[src/hdl/ptts_pkg.sv]
`timescale 1ns / 1ps
// Package for the periodic task tick scheduler.
// Holds request codes, slot entry and result types and sizing constants.
// No dependencies.
package ptts_pkg;

	localparam int TASK_SLOTS_DEF = 8;
	localparam int MAX_RESULTS    = 8;
	localparam int SLOT_W         = 3;
	localparam int TICKS_W        = 16;

	typedef enum logic [2:0] {
		REQ_TICK    = 3'd0,
		REQ_CREATE  = 3'd1,
		REQ_SUSPEND = 3'd2,
		REQ_RESUME  = 3'd3,
		REQ_DELETE  = 3'd4
	} req_type_t;

	typedef enum logic [1:0] {
		RS_EMPTY     = 2'd0,
		RS_RESUMED   = 2'd1,
		RS_SUSPENDED = 2'd2
	} run_state_t;

	typedef struct packed {
		logic               occupied;
		run_state_t         run_state;
		logic [TICKS_W-1:0] period;
		logic [TICKS_W-1:0] delay;
		logic               has_handler;
	} slot_entry_t;

	typedef struct packed {
		logic              status_code;
		logic              dispatch_valid;
		logic [SLOT_W-1:0] dispatch_slot;
		logic              last_result;
	} result_t;

endpackage

[src/hdl/ptts_slot_mem.sv]
`timescale 1ns / 1ps
// Task slot table: one write port, one registered read port.
// Per-entry valid bits make unwritten slots read as an all-zero entry.
// Depends on ptts_pkg.
module ptts_slot_mem #(
	parameter int  SLOTS = ptts_pkg::TASK_SLOTS_DEF,
	localparam int AW    = (SLOTS > 1) ? $clog2(SLOTS) : 1
) (
	input  logic                  clk,
	input  logic                  arst_n,
	input  logic                  rd_en,
	input  logic [AW-1:0]         rd_addr,
	output ptts_pkg::slot_entry_t rd_data,
	input  logic                  wr_en,
	input  logic [AW-1:0]         wr_addr,
	input  ptts_pkg::slot_entry_t wr_data
);
	import ptts_pkg::*;

	slot_entry_t             mem_q [SLOTS];
	logic        [SLOTS-1:0] valid_q;
	slot_entry_t             rd_data_q;
	logic                    rd_valid_q;

	always_ff @(posedge clk) begin
		if (wr_en) begin
			mem_q[wr_addr] <= wr_data;
		end
		if (rd_en) begin
			rd_data_q <= mem_q[rd_addr];
		end
	end

	always_ff @(posedge clk or negedge arst_n) begin
		if (!arst_n) begin
			valid_q    <= '0;
			rd_valid_q <= 1'b0;
		end else begin
			if (wr_en) begin
				valid_q[wr_addr] <= 1'b1;
			end
			if (rd_en) begin
				rd_valid_q <= valid_q[rd_addr];
			end
		end
	end

	assign rd_data = rd_valid_q ? rd_data_q : '0;

endmodule

[src/hdl/ptts_out_reg.sv]
`timescale 1ns / 1ps
// Result output register: decouples the sequencer from the result stall.
// Depends on ptts_pkg.
module ptts_out_reg (
	input  logic              clk,
	input  logic              arst_n,
	input  logic              push,
	input  ptts_pkg::result_t res_in,
	output logic              can_push,
	output logic              out_valid,
	input  logic              out_stall,
	output ptts_pkg::result_t res_out
);
	import ptts_pkg::*;

	logic    valid_q;
	result_t res_q;

	assign can_push  = !valid_q || !out_stall;
	assign out_valid = valid_q;
	assign res_out   = res_q;

	always_ff @(posedge clk or negedge arst_n) begin
		if (!arst_n) begin
			valid_q <= 1'b0;
		end else if (push) begin
			valid_q <= 1'b1;
		end else if (!out_stall) begin
			valid_q <= 1'b0;
		end
	end

	always_ff @(posedge clk) begin
		if (push) begin
			res_q <= res_in;
		end
	end

endmodule

[src/hdl/periodic_task_tick_scheduler.sv]
`timescale 1ns / 1ps
// Periodic task tick scheduler, top level. Depends on ptts_pkg, ptts_slot_mem, ptts_out_reg.
// Create/suspend/resume/delete: each transaction reads its slot, then modifies it and writes it back.
// Tick: the slot walk reads one slot per cycle through the table read port while no result stall holds it.
// Results are registered and appear in the cycle after the producing step; result stall holds the walk.
// Reset (arst_n, asynchronous, active low) empties every slot through the table valid bits.
module periodic_task_tick_scheduler #(
	parameter int TASK_SLOTS = ptts_pkg::TASK_SLOTS_DEF
) (
	input  logic                           clk,
	input  logic                           arst_n,
	input  logic                           in_valid,
	output logic                           in_stall,
	input  logic [2:0]                     req_type,
	input  logic [ptts_pkg::SLOT_W-1:0]    slot_index,
	input  logic [ptts_pkg::TICKS_W-1:0]   period_ticks,
	input  logic [ptts_pkg::TICKS_W-1:0]   start_delay,
	input  logic                           has_handler,
	output logic                           out_valid,
	input  logic                           out_stall,
	output logic                           status_code,
	output logic                           dispatch_valid,
	output logic [ptts_pkg::SLOT_W-1:0]    dispatch_slot,
	output logic                           last_result
);
	import ptts_pkg::*;

	// table address width and walk counter width (counter must hold TASK_SLOTS)
	localparam int SW = (TASK_SLOTS > 1) ? $clog2(TASK_SLOTS) : 1;
	localparam int CW = $clog2(TASK_SLOTS + 1);
	localparam int NW = $clog2(MAX_RESULTS + 1);

	// one-hot sequencer
	typedef enum logic [3:0] {
		ST_IDLE = 4'b0001,
		ST_REQ  = 4'b0010,
		ST_WALK = 4'b0100,
		ST_DONE = 4'b1000
	} state_t;

	state_t state_q, state_d;

	// latched request transaction
	req_type_t          req_q;
	logic [SW-1:0]      req_addr_q;
	logic               req_in_range_q;
	logic [TICKS_W-1:0] period_q;
	logic [TICKS_W-1:0] delay_q;
	logic               handler_q;

	// tick walk: read address counter, slot whose entry is in the read register,
	// and the most recent dispatch held back until we know whether it is the last
	logic [CW-1:0]     rd_cnt_q, rd_cnt_d;
	logic              proc_valid_s1, proc_valid_d;
	logic [SW-1:0]     proc_slot_s1, proc_slot_d;
	logic              pend_valid_q, pend_valid_d;
	logic [SLOT_W-1:0] pend_slot_q, pend_slot_d;
	logic [NW-1:0]     disp_cnt_q, disp_cnt_d;

	// table ports
	logic          rd_en, wr_en;
	logic [SW-1:0] rd_addr, wr_addr;
	slot_entry_t   rd_data, wr_data;

	// result register ports
	logic    push, can_push;
	result_t res, res_out;

	logic in_accept;
	logic in_range_in;

	// walk decode of the entry in the read register
	logic resumed, dispatch, record, emit_prev, walk_go;

	assign in_stall    = (state_q != ST_IDLE);
	assign in_accept   = in_valid && !in_stall;
	assign in_range_in = (32'(slot_index) < 32'(TASK_SLOTS));

	assign resumed   = (rd_data.run_state == RS_RESUMED);
	assign dispatch  = resumed && (rd_data.delay == '0) && rd_data.has_handler;
	assign record    = dispatch && (disp_cnt_q < NW'(MAX_RESULTS));
	assign emit_prev = record && pend_valid_q;
	assign walk_go   = proc_valid_s1 && (!emit_prev || can_push);

	ptts_slot_mem #(
		.SLOTS (TASK_SLOTS)
	) u_slot_mem (
		.clk     (clk),
		.arst_n  (arst_n),
		.rd_en   (rd_en),
		.rd_addr (rd_addr),
		.rd_data (rd_data),
		.wr_en   (wr_en),
		.wr_addr (wr_addr),
		.wr_data (wr_data)
	);

	ptts_out_reg u_out_reg (
		.clk       (clk),
		.arst_n    (arst_n),
		.push      (push),
		.res_in    (res),
		.can_push  (can_push),
		.out_valid (out_valid),
		.out_stall (out_stall),
		.res_out   (res_out)
	);

	assign status_code    = res_out.status_code;
	assign dispatch_valid = res_out.dispatch_valid;
	assign dispatch_slot  = res_out.dispatch_slot;
	assign last_result    = res_out.last_result;

	always_comb begin
		state_d      = state_q;
		rd_cnt_d     = rd_cnt_q;
		proc_valid_d = proc_valid_s1;
		proc_slot_d  = proc_slot_s1;
		pend_valid_d = pend_valid_q;
		pend_slot_d  = pend_slot_q;
		disp_cnt_d   = disp_cnt_q;
		rd_en        = 1'b0;
		rd_addr      = '0;
		wr_en        = 1'b0;
		wr_addr      = req_addr_q;
		wr_data      = rd_data;
		push         = 1'b0;
		res          = '0;

		unique case (state_q)
			ST_IDLE: begin
				if (in_accept) begin
					rd_en = 1'b1;
					if (req_type == REQ_TICK) begin
						// slot 0 read now, walk starts next cycle
						rd_addr      = '0;
						rd_cnt_d     = CW'(1);
						proc_valid_d = 1'b1;
						proc_slot_d  = '0;
						pend_valid_d = 1'b0;
						disp_cnt_d   = '0;
						state_d      = ST_WALK;
					end else begin
						rd_addr = in_range_in ? SW'(slot_index) : '0;
						state_d = ST_REQ;
					end
				end
			end
			ST_REQ: begin
				if (can_push) begin
					push            = 1'b1;
					res.last_result = 1'b1;
					state_d         = ST_IDLE;
					case (req_q)
						REQ_CREATE: begin
							if (!req_in_range_q || rd_data.occupied || !handler_q) begin
								res.status_code = 1'b1;
							end else begin
								wr_en               = 1'b1;
								wr_data.occupied    = 1'b1;
								wr_data.run_state   = RS_RESUMED;
								wr_data.period      = period_q;
								wr_data.delay       = delay_q;
								wr_data.has_handler = 1'b1;
							end
						end
						REQ_SUSPEND: begin
							wr_en             = req_in_range_q && rd_data.occupied;
							wr_data.run_state = RS_SUSPENDED;
						end
						REQ_RESUME: begin
							wr_en             = req_in_range_q && rd_data.occupied;
							wr_data.run_state = RS_RESUMED;
						end
						REQ_DELETE: begin
							// delay is left as it was
							wr_en               = req_in_range_q;
							wr_data.occupied    = 1'b0;
							wr_data.run_state   = RS_EMPTY;
							wr_data.period      = '0;
							wr_data.has_handler = 1'b0;
						end
						default: begin
						end
					endcase
				end
			end
			ST_WALK: begin
				if (walk_go) begin
					wr_en   = resumed;
					wr_addr = proc_slot_s1;
					if (dispatch) begin
						wr_data.delay = rd_data.period - TICKS_W'(1);
					end else if (rd_data.delay != '0) begin
						wr_data.delay = rd_data.delay - TICKS_W'(1);
					end
					if (emit_prev) begin
						push               = 1'b1;
						res.dispatch_valid = 1'b1;
						res.dispatch_slot  = pend_slot_q;
					end
					if (record) begin
						pend_valid_d = 1'b1;
						pend_slot_d  = SLOT_W'(proc_slot_s1);
						disp_cnt_d   = disp_cnt_q + NW'(1);
					end
					if (rd_cnt_q < CW'(TASK_SLOTS)) begin
						rd_en       = 1'b1;
						rd_addr     = rd_cnt_q[SW-1:0];
						proc_slot_d = rd_cnt_q[SW-1:0];
						rd_cnt_d    = rd_cnt_q + CW'(1);
					end else begin
						proc_valid_d = 1'b0;
						state_d      = ST_DONE;
					end
				end
			end
			ST_DONE: begin
				// last dispatch of the tick, or the empty result
				if (can_push) begin
					push               = 1'b1;
					res.last_result    = 1'b1;
					res.dispatch_valid = pend_valid_q;
					res.dispatch_slot  = pend_valid_q ? pend_slot_q : '0;
					pend_valid_d       = 1'b0;
					state_d            = ST_IDLE;
				end
			end
			default: begin
				state_d = ST_IDLE;
			end
		endcase
	end

	always_ff @(posedge clk or negedge arst_n) begin
		if (!arst_n) begin
			state_q       <= ST_IDLE;
			rd_cnt_q      <= '0;
			proc_valid_s1 <= 1'b0;
			pend_valid_q  <= 1'b0;
			disp_cnt_q    <= '0;
		end else begin
			state_q       <= state_d;
			rd_cnt_q      <= rd_cnt_d;
			proc_valid_s1 <= proc_valid_d;
			pend_valid_q  <= pend_valid_d;
			disp_cnt_q    <= disp_cnt_d;
		end
	end

	always_ff @(posedge clk) begin
		proc_slot_s1 <= proc_slot_d;
		pend_slot_q  <= pend_slot_d;
		if (in_accept) begin
			req_q          <= req_type_t'(req_type);
			req_addr_q     <= in_range_in ? SW'(slot_index) : '0;
			req_in_range_q <= in_range_in;
			period_q       <= period_ticks;
			delay_q        <= start_delay;
			handler_q      <= has_handler;
		end
	end

	// the walk never reads the slot it is writing back
	a_no_rw_same_slot: assert property (@(posedge clk) disable iff (!arst_n)
		(rd_en && wr_en) |-> (rd_addr != wr_addr))
		else $error("slot table read and write hit the same slot");

	// an entry awaits processing only during a tick walk
	a_proc_in_walk: assert property (@(posedge clk) disable iff (!arst_n)
		proc_valid_s1 |-> (state_q == ST_WALK))
		else $error("walk stage valid outside the tick walk");

	// results are never pushed over an unconsumed one
	a_push_room: assert property (@(posedge clk) disable iff (!arst_n)
		push |-> can_push)
		else $error("result pushed while output register is blocked");

	// dispatch count stays within the result limit
	a_disp_bound: assert property (@(posedge clk) disable iff (!arst_n)
		disp_cnt_q <= NW'(MAX_RESULTS))
		else $error("dispatch count beyond result limit");

	// a dispatch never carries a refusal
	a_disp_status: assert property (@(posedge clk) disable iff (!arst_n)
		(out_valid && dispatch_valid) |-> !status_code)
		else $error("dispatch result with error status");

endmodule
[config.mk]
export PLATFORM = sky130hd
export DESIGN_NAME = periodic_task_tick_scheduler
export DESIGN_NICKNAME = d
export VERILOG_FILES = /design/src/hdl/ptts_pkg.sv /design/src/hdl/ptts_slot_mem.sv /design/src/hdl/ptts_out_reg.sv /design/src/hdl/periodic_task_tick_scheduler.sv
export SDC_FILE = /design/constraint.sdc
export NUM_CORES = 1
export LEC_CHECK = 0
export ABC_CLOCK_PERIOD_IN_PS = 6600
export BUFFER_PORTS_ARGS = -buffer_cell sky130_fd_sc_hd__buf_2
export CAP_MARGIN = 20
export CORE_UTILIZATION = 40
export DETAILED_ROUTE_END_ITERATION = 7
export GPL_ROUTABILITY_DRIVEN = 0
export HOLD_SLACK_MARGIN = 0.08
export PLACE_DENSITY = 0.54
export SKIP_CTS_REPAIR_TIMING = 1
export SYNTH_ARGS = -nofsm -noshare
export SYNTH_HDL_FRONTEND = slang
export SYNTH_HIERARCHICAL = 1
export SYNTH_SLANG_ARGS = --single-unit
[constraint.sdc]
create_clock -name clk -period 6.6 [get_ports clk]
set_input_delay 0.99 -clock clk [delete_from_list [all_inputs] [get_ports clk]]
set_output_delay 0.99 -clock clk [all_outputs]
set_load 0.01 [all_outputs]
* Yosys cells after proc, flatten, opt, wreduce, memory -nomap -nowiden
Memory sizes are Yosys's and may differ from the RTL's. A register that Yosys moved wholly into a read port is not among the register bits.
Cells that the tools add are included.
** Storage, ports and cells
- Bits in registers :: 75
- RAM bits :: 288
- Input port bits :: 43
- Output and inout bits :: 8
- Logic and storage cells :: 159
- Memories :: 1
** Operators by class
- Add/subtract/negate cells :: 4
- Magnitude comparators :: 5
- Eq/ne operators :: 19
- Mux-type cells :: 81
- Bitwise operators :: 1
- Reduce and logical (&&, ||, !) cells :: 29
** Memory list
- u_slot_mem.mem_q :: words 8, bits a word 36, read ports 1, clocked after Yosys merged registers in 1, wr ports 1, RTL line ptts_slot_mem.sv:20 : slot_entry_t mem_q [SLOTS];
** Operators with widths (number)
- 2-to-1 mux 36 bit :: 3
- 2-to-1 mux 16 bit :: 4
- case mux 16 bit (2 select lines) :: 2
- 2-to-1 mux 4 bit :: 14
- 2-to-1 mux 3 bit :: 12
- subtractor 16 x 1 -> 16 bit, second input constant :: 2
- 2-to-1 mux 1 bit :: 26
- case mux 4 bit (2 select lines) :: 3
- 2-to-1 mux 19 bit :: 1
- zero test 16 bit :: 1
- nonzero test 16 bit :: 1
- AND reduction 5 bit :: 3
- != test 2 bit, second input constant :: 7
- case mux 1 bit (2 select lines) :: 7
- case mux 3 bit (2 select lines) :: 2
- case mux 4 bit (3 select lines) :: 1
- adder 4 x 1 -> 4 bit, second input constant :: 2
- < comparator 3 x 4 -> 1 bit, second input constant :: 2
- < comparator 4 bit, second input constant :: 2
- OR 8 bit :: 1
- case mux 2 bit (4 select lines) :: 1
- logical AND 1 bit :: 7
- == test 3 x 2 -> 1 bit, second input constant :: 2
- case mux 1 bit (3 select lines) :: 2
- 22 further kinds :: 31

* Logic depth before layout (Yosys ltp)
Gate-level depths: netlist (run 1).
- Depth in word-level cells :: 16
- Mapped depth :: 17
- Gate-level depth less buffers :: 12

* Hierarchy
Netlist (run 1), hierarchy kept.
** Modules (own cells, without submodules)
- ptts_slot_mem :: times used 1, cells each 529, area each 12756.0 µm², sequential area each 9954.5 µm²
- periodic_task_tick_scheduler :: times used 1, cells each 390, area each 3858.7 µm², sequential area each 1702.9 µm²
- ptts_out_reg :: times used 1, cells each 9, area each 216.5 µm², sequential area each 205.2 µm²

* Least setup slack after synthesis (run 1)
OpenSTA, ideal clock, no wires.
- Kind :: register to register
- Start :: register u_slot_mem.rd_valid_q
- End :: memory u_slot_mem/mem_q[0][0] (netlist bit), enable pin
- Library setup time :: 475 ps
- Arrival :: 4945 ps
- Data required time :: 6125 ps
- Setup slack :: 1179 ps
- Cell stages (with the launch flop) :: 14
- Path buffers :: 3
- Period minus slack after synthesis :: 5421 ps
- Cells stage by stage :: dfrtp_1 > clkbuf_1 > and2_1 > inv_1 > ha_1 > nor4b_1 > nand4_2 > nor2_1 > or2_1 > buf_2 > buf_2 > o31ai_1 > nand2b_1 > nor3_1
** RTL lines
- start, declared :: RTL line ptts_slot_mem.sv:23 : logic rd_valid_q;
- start signal, assigned :: RTL line ptts_slot_mem.sv:43 : rd_valid_q <= valid_q[rd_addr];
- end, declared :: RTL line ptts_slot_mem.sv:20

==> results.ini, run 1 <==
[power_and_ir_drop]
power_mw=6.331
leakagePower_nw=6.406
cellPowerDensity_nw_per_um2=332.5
ir_worst_vdd_v=0.0002083

[synth]
ys_seq_elements=399
async_reset_ff_frac=0.06015
synth_top_area_frac=0.6690
synth_simple_gate_area_frac=0.07270
synth_top_family_by_area=multiplexers
synth_compound_area_frac=0.05330
synth.area.mux_share=0.1366
synth_area_leader_cell=edfxtp_1
ys_warn_count=6
synth_fa_ha_area_frac=0.003717
seq_area_frac_synth=0.7048
synth.avg_cell_area_um2=18.14
synth_cells=928
synthesis.area_um2=16830
synthTopCellsByArea=edfxtp_1, mux4_2, dfrtp_1
synthXorXnorAreaFrac=0.009887
synth_ff_type=edfxtp_1
syn-num-nets=976
synth_edf_count=375
synth_cell_types=79

[worst_setup_path]
cp_top_family=simple AND/OR/NAND/NOR gates
reg2regPathDepth=12
arrival_ps=5330
cp_num_buf_inv=2
slowest_stage=a22o_4
cp-end-kind=register
critPathLaunchType=register
worstSetupPathType=register to register
critPathMaxStageDelay_ps=650
cp.required_ps=6900
crit_top_cell=nor2_1
cp_max_fo=32
crit_chain=and2_1 -> inv_1 -> ha_1 -> nor4b_1 -> nand4_2 -> nor2_1 -> or2_1 -> nor2_1 -> a22o_4 -> buf_4 -> mux4_1 -> mux2_4
critical_path_depth=12

[sta]
finalHoldViolCount=0
rsz0062_at_grt=no
finalMaxSlewViolations=0
finalSetupTns_ps=0
finalCritPeriodShare=0.7628
min_period_ps=5035
fmax_mhz=198.6
fin_ws_ps=1565
worst_pin_slew_ps=1196
setup_viol=0
relSlewSlack=0.2030
finalClockSkew_ps=34.19

[drt]
vias=8746
drc=0
ant_nets=0
totalWireLength_um=39240
drt-pass1-iter-count=5
avgViaCountPerCell=5.564
wire_per_inst_um=24.96
drt_iter0_drc=680

[die]
die_x_um=207.1
die-area_um2=42900
core-area_um2=41200
rows=74
num_io_pins=51
initial_core_util=0.4085
die_h_um=207.1

[clocking]
cts_max_level=2
path_clk_slew_ps=70
clk_latency_ps=570
cts_root_buf=clkbuf_16
cts_tree=yes
cts_buffers=43
clockBufferDepth=3
cts_sinks=399

[placed_design]
dp_hpwl_um=23730
placed_area_um2=17740
port_buffers=50
pre_cts_ws_ps=1589

[status]
status=finished clean

[global_routing]
track_usage=0.1866
grt_pass1_vias=8825
antenna_found_initial=2
grt_start_max_net_pins=47
grt_util_met1=0.2601
grt.met2_usage=0.3003
grt_overflow=0
grt-busiest-layer=met2
gr-usage-met3=0.03396
grt_pass1_wl_um=58390

[layout]
finish.utilization=0.4621
drive_gt1_frac=0.2637
syn_to_final_growth_pct=13.13
mostFrequentLayoutCells=edfxtp_1, mux4_2, buf_2
nets=1055
finalInstanceArea_um2=19040
layout_commonest_cell=edfxtp_1

[worst_hold_path]
hp-class=input pin to asynchronous set/reset pin

[job]
maxCapViolCount=0

[power breakdown]
part / internal, mW / switching (mW)
sequential: 3.04 / 0.0621
clock: 1.29 / 0.956
combinational: 0.350 / 0.639
total: 4.67 / 1.66
[per-stage QoR]
| stage | hold slack, ps | cells |
|---|---|---|
| after detailed placement | 451.1 | 1494 |
| after floorplan | 426.2 | 928 |
| after global placement | 447.0 | 1494 |
| after CTS | 417.8 | 1571 |
| after global routing | 468.4 | 1571 |
| final | 424.4 | 1572 |
[flip-flops by register name, indices dropped and copies added (netlist names), 6 cells and up]
signal	count
u_slot_mem/valid_q	8
u_out_reg/res_out	6
u_slot_mem/rd_data_q	36
delay_q	16
period_q	16
u_slot_mem/mem_q	288
[final timing paths]
path / slack, ps / end / from
setup / recovery: 1570 / u_slot_mem/rd_data_q[6] / u_slot_mem/rd_valid_q
hold / removal: 420 / state_q[2] / arst_n
setup reg to reg: 1570 / u_slot_mem/rd_data_q[6] / u_slot_mem/rd_valid_q
hold reg to reg: 470 / pend_slot_q[0] / proc_slot_s1[0]
max in group asynchronous: 5760 / u_out_reg/out_valid / arst_n
min in group clk: 470 / pend_slot_q[0] / proc_slot_s1[0]
[cell type report]
| cell class | count | area (µm²) |
|---|---|---|
| tap | 532 | 665.6 |
| clock inverter | 22 | 163.9 |
| antenna | 1 | 2.502 |
| clock buffer | 55 | 1131 |
| multi-input combinational | 477 | 4740 |
| fill | 3486 | 22160 |
| inverter | 12 | 45.04 |
| sequential | 399 | 11860 |
| timing repair buffer | 74 | 430.4 |
[synthesized netlist by cell type (all sizes together) (5+ instances only)]
| master | n |
|---|---|
| edfxtp | 375 |
| mux4 | 73 |
| nand2 | 48 |
| and2 | 46 |
| mux2 | 36 |
| nor2 | 33 |
| buf | 25 |
| dfrtp | 23 |
| a22o | 21 |
| o21ai | 21 |
| a21oi | 20 |
| clkbuf | 15 |
| nor3 | 15 |
| xnor2 | 13 |
| inv | 12 |
| nand3 | 11 |
| or2 | 10 |
| mux2i | 8 |
| a22oi | 7 |
| a31oi | 7 |
| nand3b | 6 |
| nor4 | 6 |
| xor2 | 6 |
| a21o | 5 |
| and3 | 5 |
| ha | 5 |
| nand2b | 5 |
| nor2b | 5 |
| nor4b | 5 |
| o22ai | 5 |
[metal layers]
| metal | share of wire | up-vias |
|---|---|---|
| met2 | 0.48 | 231 |
| met5 | 0 | - |
| met1 | 0.46 | 4541 |
| met4 | 0.018 | 0 |
| li1 | - | 3921 |
| met3 | 0.045 | 53 |
[kinds of logic after synthesis]
family,count (synthesis)
multiplexers,117
flip-flops,399
AND/OR/NAND/NOR,212
XOR/XNOR,19
AO/OA/AOI/OAI,124
adder cells (fa/ha/maj),5
buffers and inverters,52
Power figures use the tool's default switching activity.
==> run 2, diff against run 1 <==
--- a/config.mk
+++ b/config.mk
@@ -5,7 +5,7 @@
 export SDC_FILE = /design/constraint.sdc
 export NUM_CORES = 1
 export LEC_CHECK = 0
-export ABC_CLOCK_PERIOD_IN_PS = 6600
+export ABC_CLOCK_PERIOD_IN_PS = 5100
 export BUFFER_PORTS_ARGS = -buffer_cell sky130_fd_sc_hd__buf_2
 export CAP_MARGIN = 20
 export CORE_UTILIZATION = 40
==> constraint.sdc (replaced) <==
create_clock -name clk -period 5.1 [get_ports clk]
set_input_delay 0.765 -clock clk [delete_from_list [all_inputs] [get_ports clk]]
set_output_delay 0.765 -clock clk [all_outputs]
set_load 0.01 [all_outputs]
==> results.ini, run 2 (synthesized netlist as in run 1, its figures left out) <==
[status]
status=finished clean  ; unchanged

[worst_setup_path]
crit_chain=and2_1 -> inv_1 -> ha_1 -> nor4b_1 -> nand4_2 -> nor2_1 -> or2_1 -> nor2_1 -> a22o_4 -> buf_4 -> mux4_1 -> mux2_4  ; unchanged
crit_start=u_slot_mem/rd_valid_q  ; unchanged
critPathMaxStageDelay_ps=640  ; was 650 ps
crit_top_cell=nor2_1  ; unchanged
cp.required_ps=5420  ; was 6900 ps
arrival_ps=4670  ; was 5330 ps
r2r-start=u_slot_mem/rd_valid_q  ; unchanged
critPathLaunchType=register  ; unchanged
slowest_stage=dfrtp_1  ; was a22o_4
r2r_setup_slack_ps=740  ; was 1570 ps
cp-end-kind=register  ; unchanged
cp_max_fo=24  ; was 32
reg2regPathDepth=12  ; unchanged
cp-endpoint=u_slot_mem/rd_data_q[6]  ; unchanged
worstSetupPathType=register to register  ; unchanged
reg2reg_to=u_slot_mem/rd_data_q[6]  ; unchanged

[worst_hold_path]
hp-class=input pin to asynchronous set/reset pin  ; unchanged

[placed_design]
pre_cts_ws_ps=770.1  ; was 1589 ps
dp_hpwl_um=24140  ; was 23730 µm
placed_area_um2=17910  ; was 17740 µm²
port_buffers=50  ; unchanged
placed_cells=1495  ; was 1494

[power_and_ir_drop]
p_comb_frac=0.154  ; was 0.156
p_int_mw=6.240  ; was 4.674 mW
cellPowerDensity_nw_per_um2=434.7  ; was 332.5 nW/µm²
power_mw=8.400  ; was 6.331 mW
power.share.sequential=0.478  ; was 0.489
clockPowerShare=0.368  ; was 0.354
swShare=0.2571  ; was 0.2617
leakagePower_nw=6.511  ; was 6.406 nW
ir_worst_vdd_v=0.0002673  ; was 0.0002083 V
switchingPower_mw=2.160  ; was 1.657 mW

[die]
num_io_pins=51  ; unchanged
rows=74  ; unchanged
die-area_um2=42900  ; unchanged
die_x_um=207.1  ; unchanged
core-area_um2=41200  ; unchanged
initial_core_util=0.4085  ; unchanged
die_h_um=207.1  ; unchanged

[sta]
finalCritPeriodShare=0.8541  ; was 0.7628
rsz0062_at_grt=no  ; unchanged
holdWs_ps=225.3  ; was 424.4 ps
setup_viol=0  ; unchanged
fin_ws_ps=743.8  ; was 1565 ps
finalMaxSlewViolations=0  ; unchanged
finalSetupTns_ps=0  ; unchanged
relSlewSlack=0.3289  ; was 0.2030
finalClockSkew_ps=17.75  ; was 34.19 ps
min_period_ps=4356  ; was 5035 ps
fmax_mhz=229.6  ; was 198.6 MHz
worst_pin_slew_ps=1003  ; was 1196 ps
finalHoldViolCount=0  ; unchanged

[drt]
ant_nets=0  ; unchanged
drc=0  ; unchanged
wire_per_inst_um=24.86  ; was 24.96 µm
drt-pass1-iter-count=5  ; unchanged
totalWireLength_um=39130  ; was 39240 µm
drt_iter0_drc=713  ; was 680
vias=8824  ; was 8746
avgViaCountPerCell=5.606  ; was 5.564

[layout]
fin_cells=1574  ; was 1572
syn_to_final_growth_pct=14.82  ; was 13.13%
drive_gt1_frac=0.2687  ; was 0.2637
nFillCells=3440  ; was 3486
nets=1056  ; was 1055
finish.utilization=0.4690  ; was 0.4621
mostFrequentLayoutCells=edfxtp_1, mux4_2, buf_2  ; unchanged
layout_commonest_cell=edfxtp_1  ; unchanged
antenna_cells=0  ; was 1
largest_reg_flops=288  ; unchanged
top_register=u_slot_mem/mem_q  ; unchanged
finalInstanceArea_um2=19320  ; was 19040 µm²
top_regs=u_slot_mem/mem_q: 288 flops, u_slot_mem/rd_data_q: 36 flops  ; unchanged

[clocking]
clk_latency_ps=570  ; about the same
clockBufferDepth=3  ; unchanged
path_clk_slew_ps=60  ; was 70 ps
cts_tree=yes  ; unchanged
cts_max_level=2  ; unchanged
cts_sinks=399  ; unchanged
cts_root_buf=clkbuf_16  ; unchanged
cts_buffers=43  ; unchanged

[job]
maxCapViolCount=0  ; unchanged

[global_routing]
grt_pass1_wl_um=58260  ; was 58390 µm
grt_overflow=0  ; unchanged
grt_pass1_vias=8871  ; was 8825
antenna_found_initial=0  ; was 2
track_usage=0.1861  ; was 0.1866
grt_start_max_net_pins=41  ; was 47

-- run 2: power by group through the flow --
stage | logic (mW) | clock network (mW) | registers [mW]
CTS | 1.30 | 3.17 | 4.02
finish | 1.29 | 3.09 | 4.02
global placement | 1.27 | 0 | 4.09
floorplan | 0.918 | 0 | 4.03
detailed placement | 1.30 | 0 | 4.08
global route | 1.40 | 3.28 | 4.03
-- run 2: worst min-delay path by stage --
stage | depth (start not counted) | endpoint | slack, ps
3_3_place_gp | 1 | u_slot_mem/valid_q[4] | 460
3_5_place_dp | 1 | u_slot_mem/valid_q[2] | 460
6_report | 1 | u_slot_mem/rd_valid_q | 230
4_1_cts | 1 | rd_cnt_q[1] | 230
2_1_floorplan | 0 | pend_slot_q[0] | 430
5_1_grt | 1 | rd_cnt_q[1] | 260
-- run 2: metal layers --
metal | share of wire | global-route usage | up-vias
met1 | 0.46 | 0.2602 | 4597
met3 | 0.043 | 0.02653 | 63
met4 | 0.027 | 0.06948 | 0
li1 | - | - | 3922
met2 | 0.47 | 0.2971 | 242
met5 | 0 | 0 | -
-- run 2: critical path, delay by kind of cell (launching register included) --
family / cells / cell delay, ps
AND/OR/NAND/NOR: 6 / 1390
multiplexers: 2 / 850
flip-flops: 1 / 640
AO/OA/AOI/OAI: 1 / 530
buffers and inverters: 2 / 410
adder cells (fa/ha/maj): 1 / 250
-- run 2: area by class of cell --
class,instances,area (µm²),share of cell area
Clock inverter,22,230.2,0.01191
Multi-Input combinational cell,477,4752,0.2459
Tap cell,532,665.6,0.03444
Sequential cell,399,11860,0.6139
Timing Repair Buffer,75,588.1,0.03043
Inverter,12,45.04,0.002331
Clock buffer,57,1181,0.06112
==> run 3, diff against run 2 <==
--- a/config.mk
+++ b/config.mk
@@ -11,6 +11,7 @@
 export CORE_UTILIZATION = 40
 export DETAILED_ROUTE_END_ITERATION = 7
 export GPL_ROUTABILITY_DRIVEN = 0
+export GPL_TIMING_DRIVEN = 0
 export HOLD_SLACK_MARGIN = 0.08
 export PLACE_DENSITY = 0.54
 export SKIP_CTS_REPAIR_TIMING = 1
==> results.ini, run 3 (synthesized netlist as in run 1, its figures left out) <==
[drt]
drt_iter0_drc=702  ; was 713
wire_per_inst_um=25.71  ; was 24.86 µm
ant_nets=0  ; unchanged
drt-pass1-iter-count=5  ; unchanged
drc=0  ; unchanged
vias=8973  ; was 8824
totalWireLength_um=41210  ; was 39130 µm
avgViaCountPerCell=5.598  ; was 5.606

[layout]
top_register=u_slot_mem/mem_q  ; unchanged
mostFrequentLayoutCells=edfxtp_1, mux4_2, buf_2  ; unchanged
nets=1089  ; was 1056
top_regs=u_slot_mem/mem_q: 288 flops, u_slot_mem/rd_data_q: 36 flops  ; unchanged
finalInstanceArea_um2=19620  ; was 19320 µm²
layout_commonest_cell=edfxtp_1  ; unchanged
syn_to_final_growth_pct=16.55  ; was 14.82%
drive_gt1_frac=0.2801  ; was 0.2687
antenna_cells=0  ; unchanged
largest_reg_flops=288  ; unchanged

[worst_setup_path]
crit_start=u_slot_mem/rd_valid_q  ; unchanged
arrival_ps=5120  ; was 4670 ps
r2r-start=u_slot_mem/rd_valid_q  ; unchanged
worstSetupPathType=register to register  ; unchanged
cp_max_fo=21  ; was 24
cp-end-kind=register  ; unchanged
cp.required_ps=5340  ; was 5420 ps
critPathLaunchType=register  ; unchanged

[die]
initial_core_util=0.4085  ; unchanged
rows=74  ; unchanged
die-area_um2=42900  ; unchanged
die_h_um=207.1  ; unchanged
num_io_pins=51  ; unchanged
core-area_um2=41200  ; unchanged
die_x_um=207.1  ; unchanged

[placed_design]
pre_cts_ws_ps=-235.6  ; was 770.1 ps
port_buffers=50  ; unchanged
dp_hpwl_um=26900  ; was 24140 µm
placed_area_um2=18170  ; was 17910 µm²

[sta]
fmax_mhz=205.2  ; was 229.6 MHz
finalSetupTns_ps=0  ; unchanged
finalMaxSlewViolations=0  ; unchanged
fin_ws_ps=226.1  ; was 743.8 ps
relSlewSlack=0.2974  ; was 0.3289
worst_pin_slew_ps=1048  ; was 1003 ps
finalHoldViolCount=0  ; unchanged
min_period_ps=4874  ; was 4356 ps
finalCritPeriodShare=0.9557  ; was 0.8541
finalClockSkew_ps=17.53  ; was 17.75 ps
setup_viol=0  ; unchanged

[worst_hold_path]
hp-class=input pin to asynchronous set/reset pin  ; unchanged

[clocking]
cts_sinks=399  ; unchanged
cts_max_level=2  ; unchanged
cts_tree=yes  ; unchanged
cts_buffers=42  ; was 43
path_clk_slew_ps=60  ; about the same
cts_root_buf=clkbuf_16  ; unchanged
clk_latency_ps=550  ; was 570 ps
clockBufferDepth=3  ; unchanged

[power_and_ir_drop]
power_mw=8.337  ; was 8.400 mW
leakagePower_nw=6.646  ; was 6.511 nW
ir_worst_vdd_v=0.0002827  ; was 0.0002673 V
cellPowerDensity_nw_per_um2=425.0  ; was 434.7 nW/µm²

[status]
status=finished clean  ; unchanged

[global_routing]
grt_overflow=0  ; unchanged
antenna_found_initial=0  ; unchanged
grt_pass1_vias=9080  ; was 8871
track_usage=0.1942  ; was 0.1861
grt_start_max_net_pins=25  ; was 41
grt_pass1_wl_um=60440  ; was 58260 µm

[job]
maxCapViolCount=0  ; unchanged

run 3: worst paths after layout:
check | to | slack [ps] | cells after the start
worst max register to register | u_slot_mem/mem_q[1][19] | 230 | 15
min in group clk | period_q[8] | 380 | 1
worst max-delay path | u_slot_mem/mem_q[1][19] | 230 | 15
worst min register to register | pend_slot_q[2] | 450 | 0
worst min-delay path | u_slot_mem/valid_q[2] | 210 | 1
max in group asynchronous | u_slot_mem/rd_valid_q | 4470 | 1
run 3: stage by stage:
step	hold slack, ps	std cells	utilization
6_report	213.7	1603	0.4761
3_3_place_gp	435.2	1510	0.4310
4_1_cts	219.5	1599	0.4731
3_5_place_dp	432.7	1525	0.4411
2_1_floorplan	426.2	928	-
5_1_grt	247.2	1603	0.4761
run 3: layer usage:
| layer | wire length (µm) | GRT usage | up-vias |
|---|---|---|---|
| li1 | - | - | 3978 |
| met1 | 19440 | 0.2844 | 4702 |
| met2 | 18860 | 0.3001 | 234 |
| met3 | 1999 | 0.03229 | 59 |
| met4 | 907 | 0.05455 | 0 |
| met5 | 0 | 0 | - |
run 3: power by group:
part | internal, mW | switching (mW)
Sequential | 3.93 | 0.0779
Combinational | 0.498 | 0.878
Clock | 1.72 | 1.24
run 3: critical path: stages (launching register included):
cell and delay, ps:
dfrtp_2 570, clkbuf_2 280, and2_1 250, inv_1 110, ha_1 240, nor4b_2 290
nand4_2 310, nor2_2 200, or2_1 110, buf_2 220, clkbuf_4 320, nand2_1 100
nand2_1 250, nand2b_1 220, nor2_4 770, buf_12 260
run 3: area by class of cell:
class | count | area (µm²)
sequential | 399 | 11860
inverter | 12 | 45.04
tap | 532 | 665.6
multi-input combinational | 477 | 4738
buffer | 39 | 285.3
clock inverter | 19 | 188.9
fill | 3412 | 21590
timing repair buffer | 70 | 698.2
clock buffer | 55 | 1131
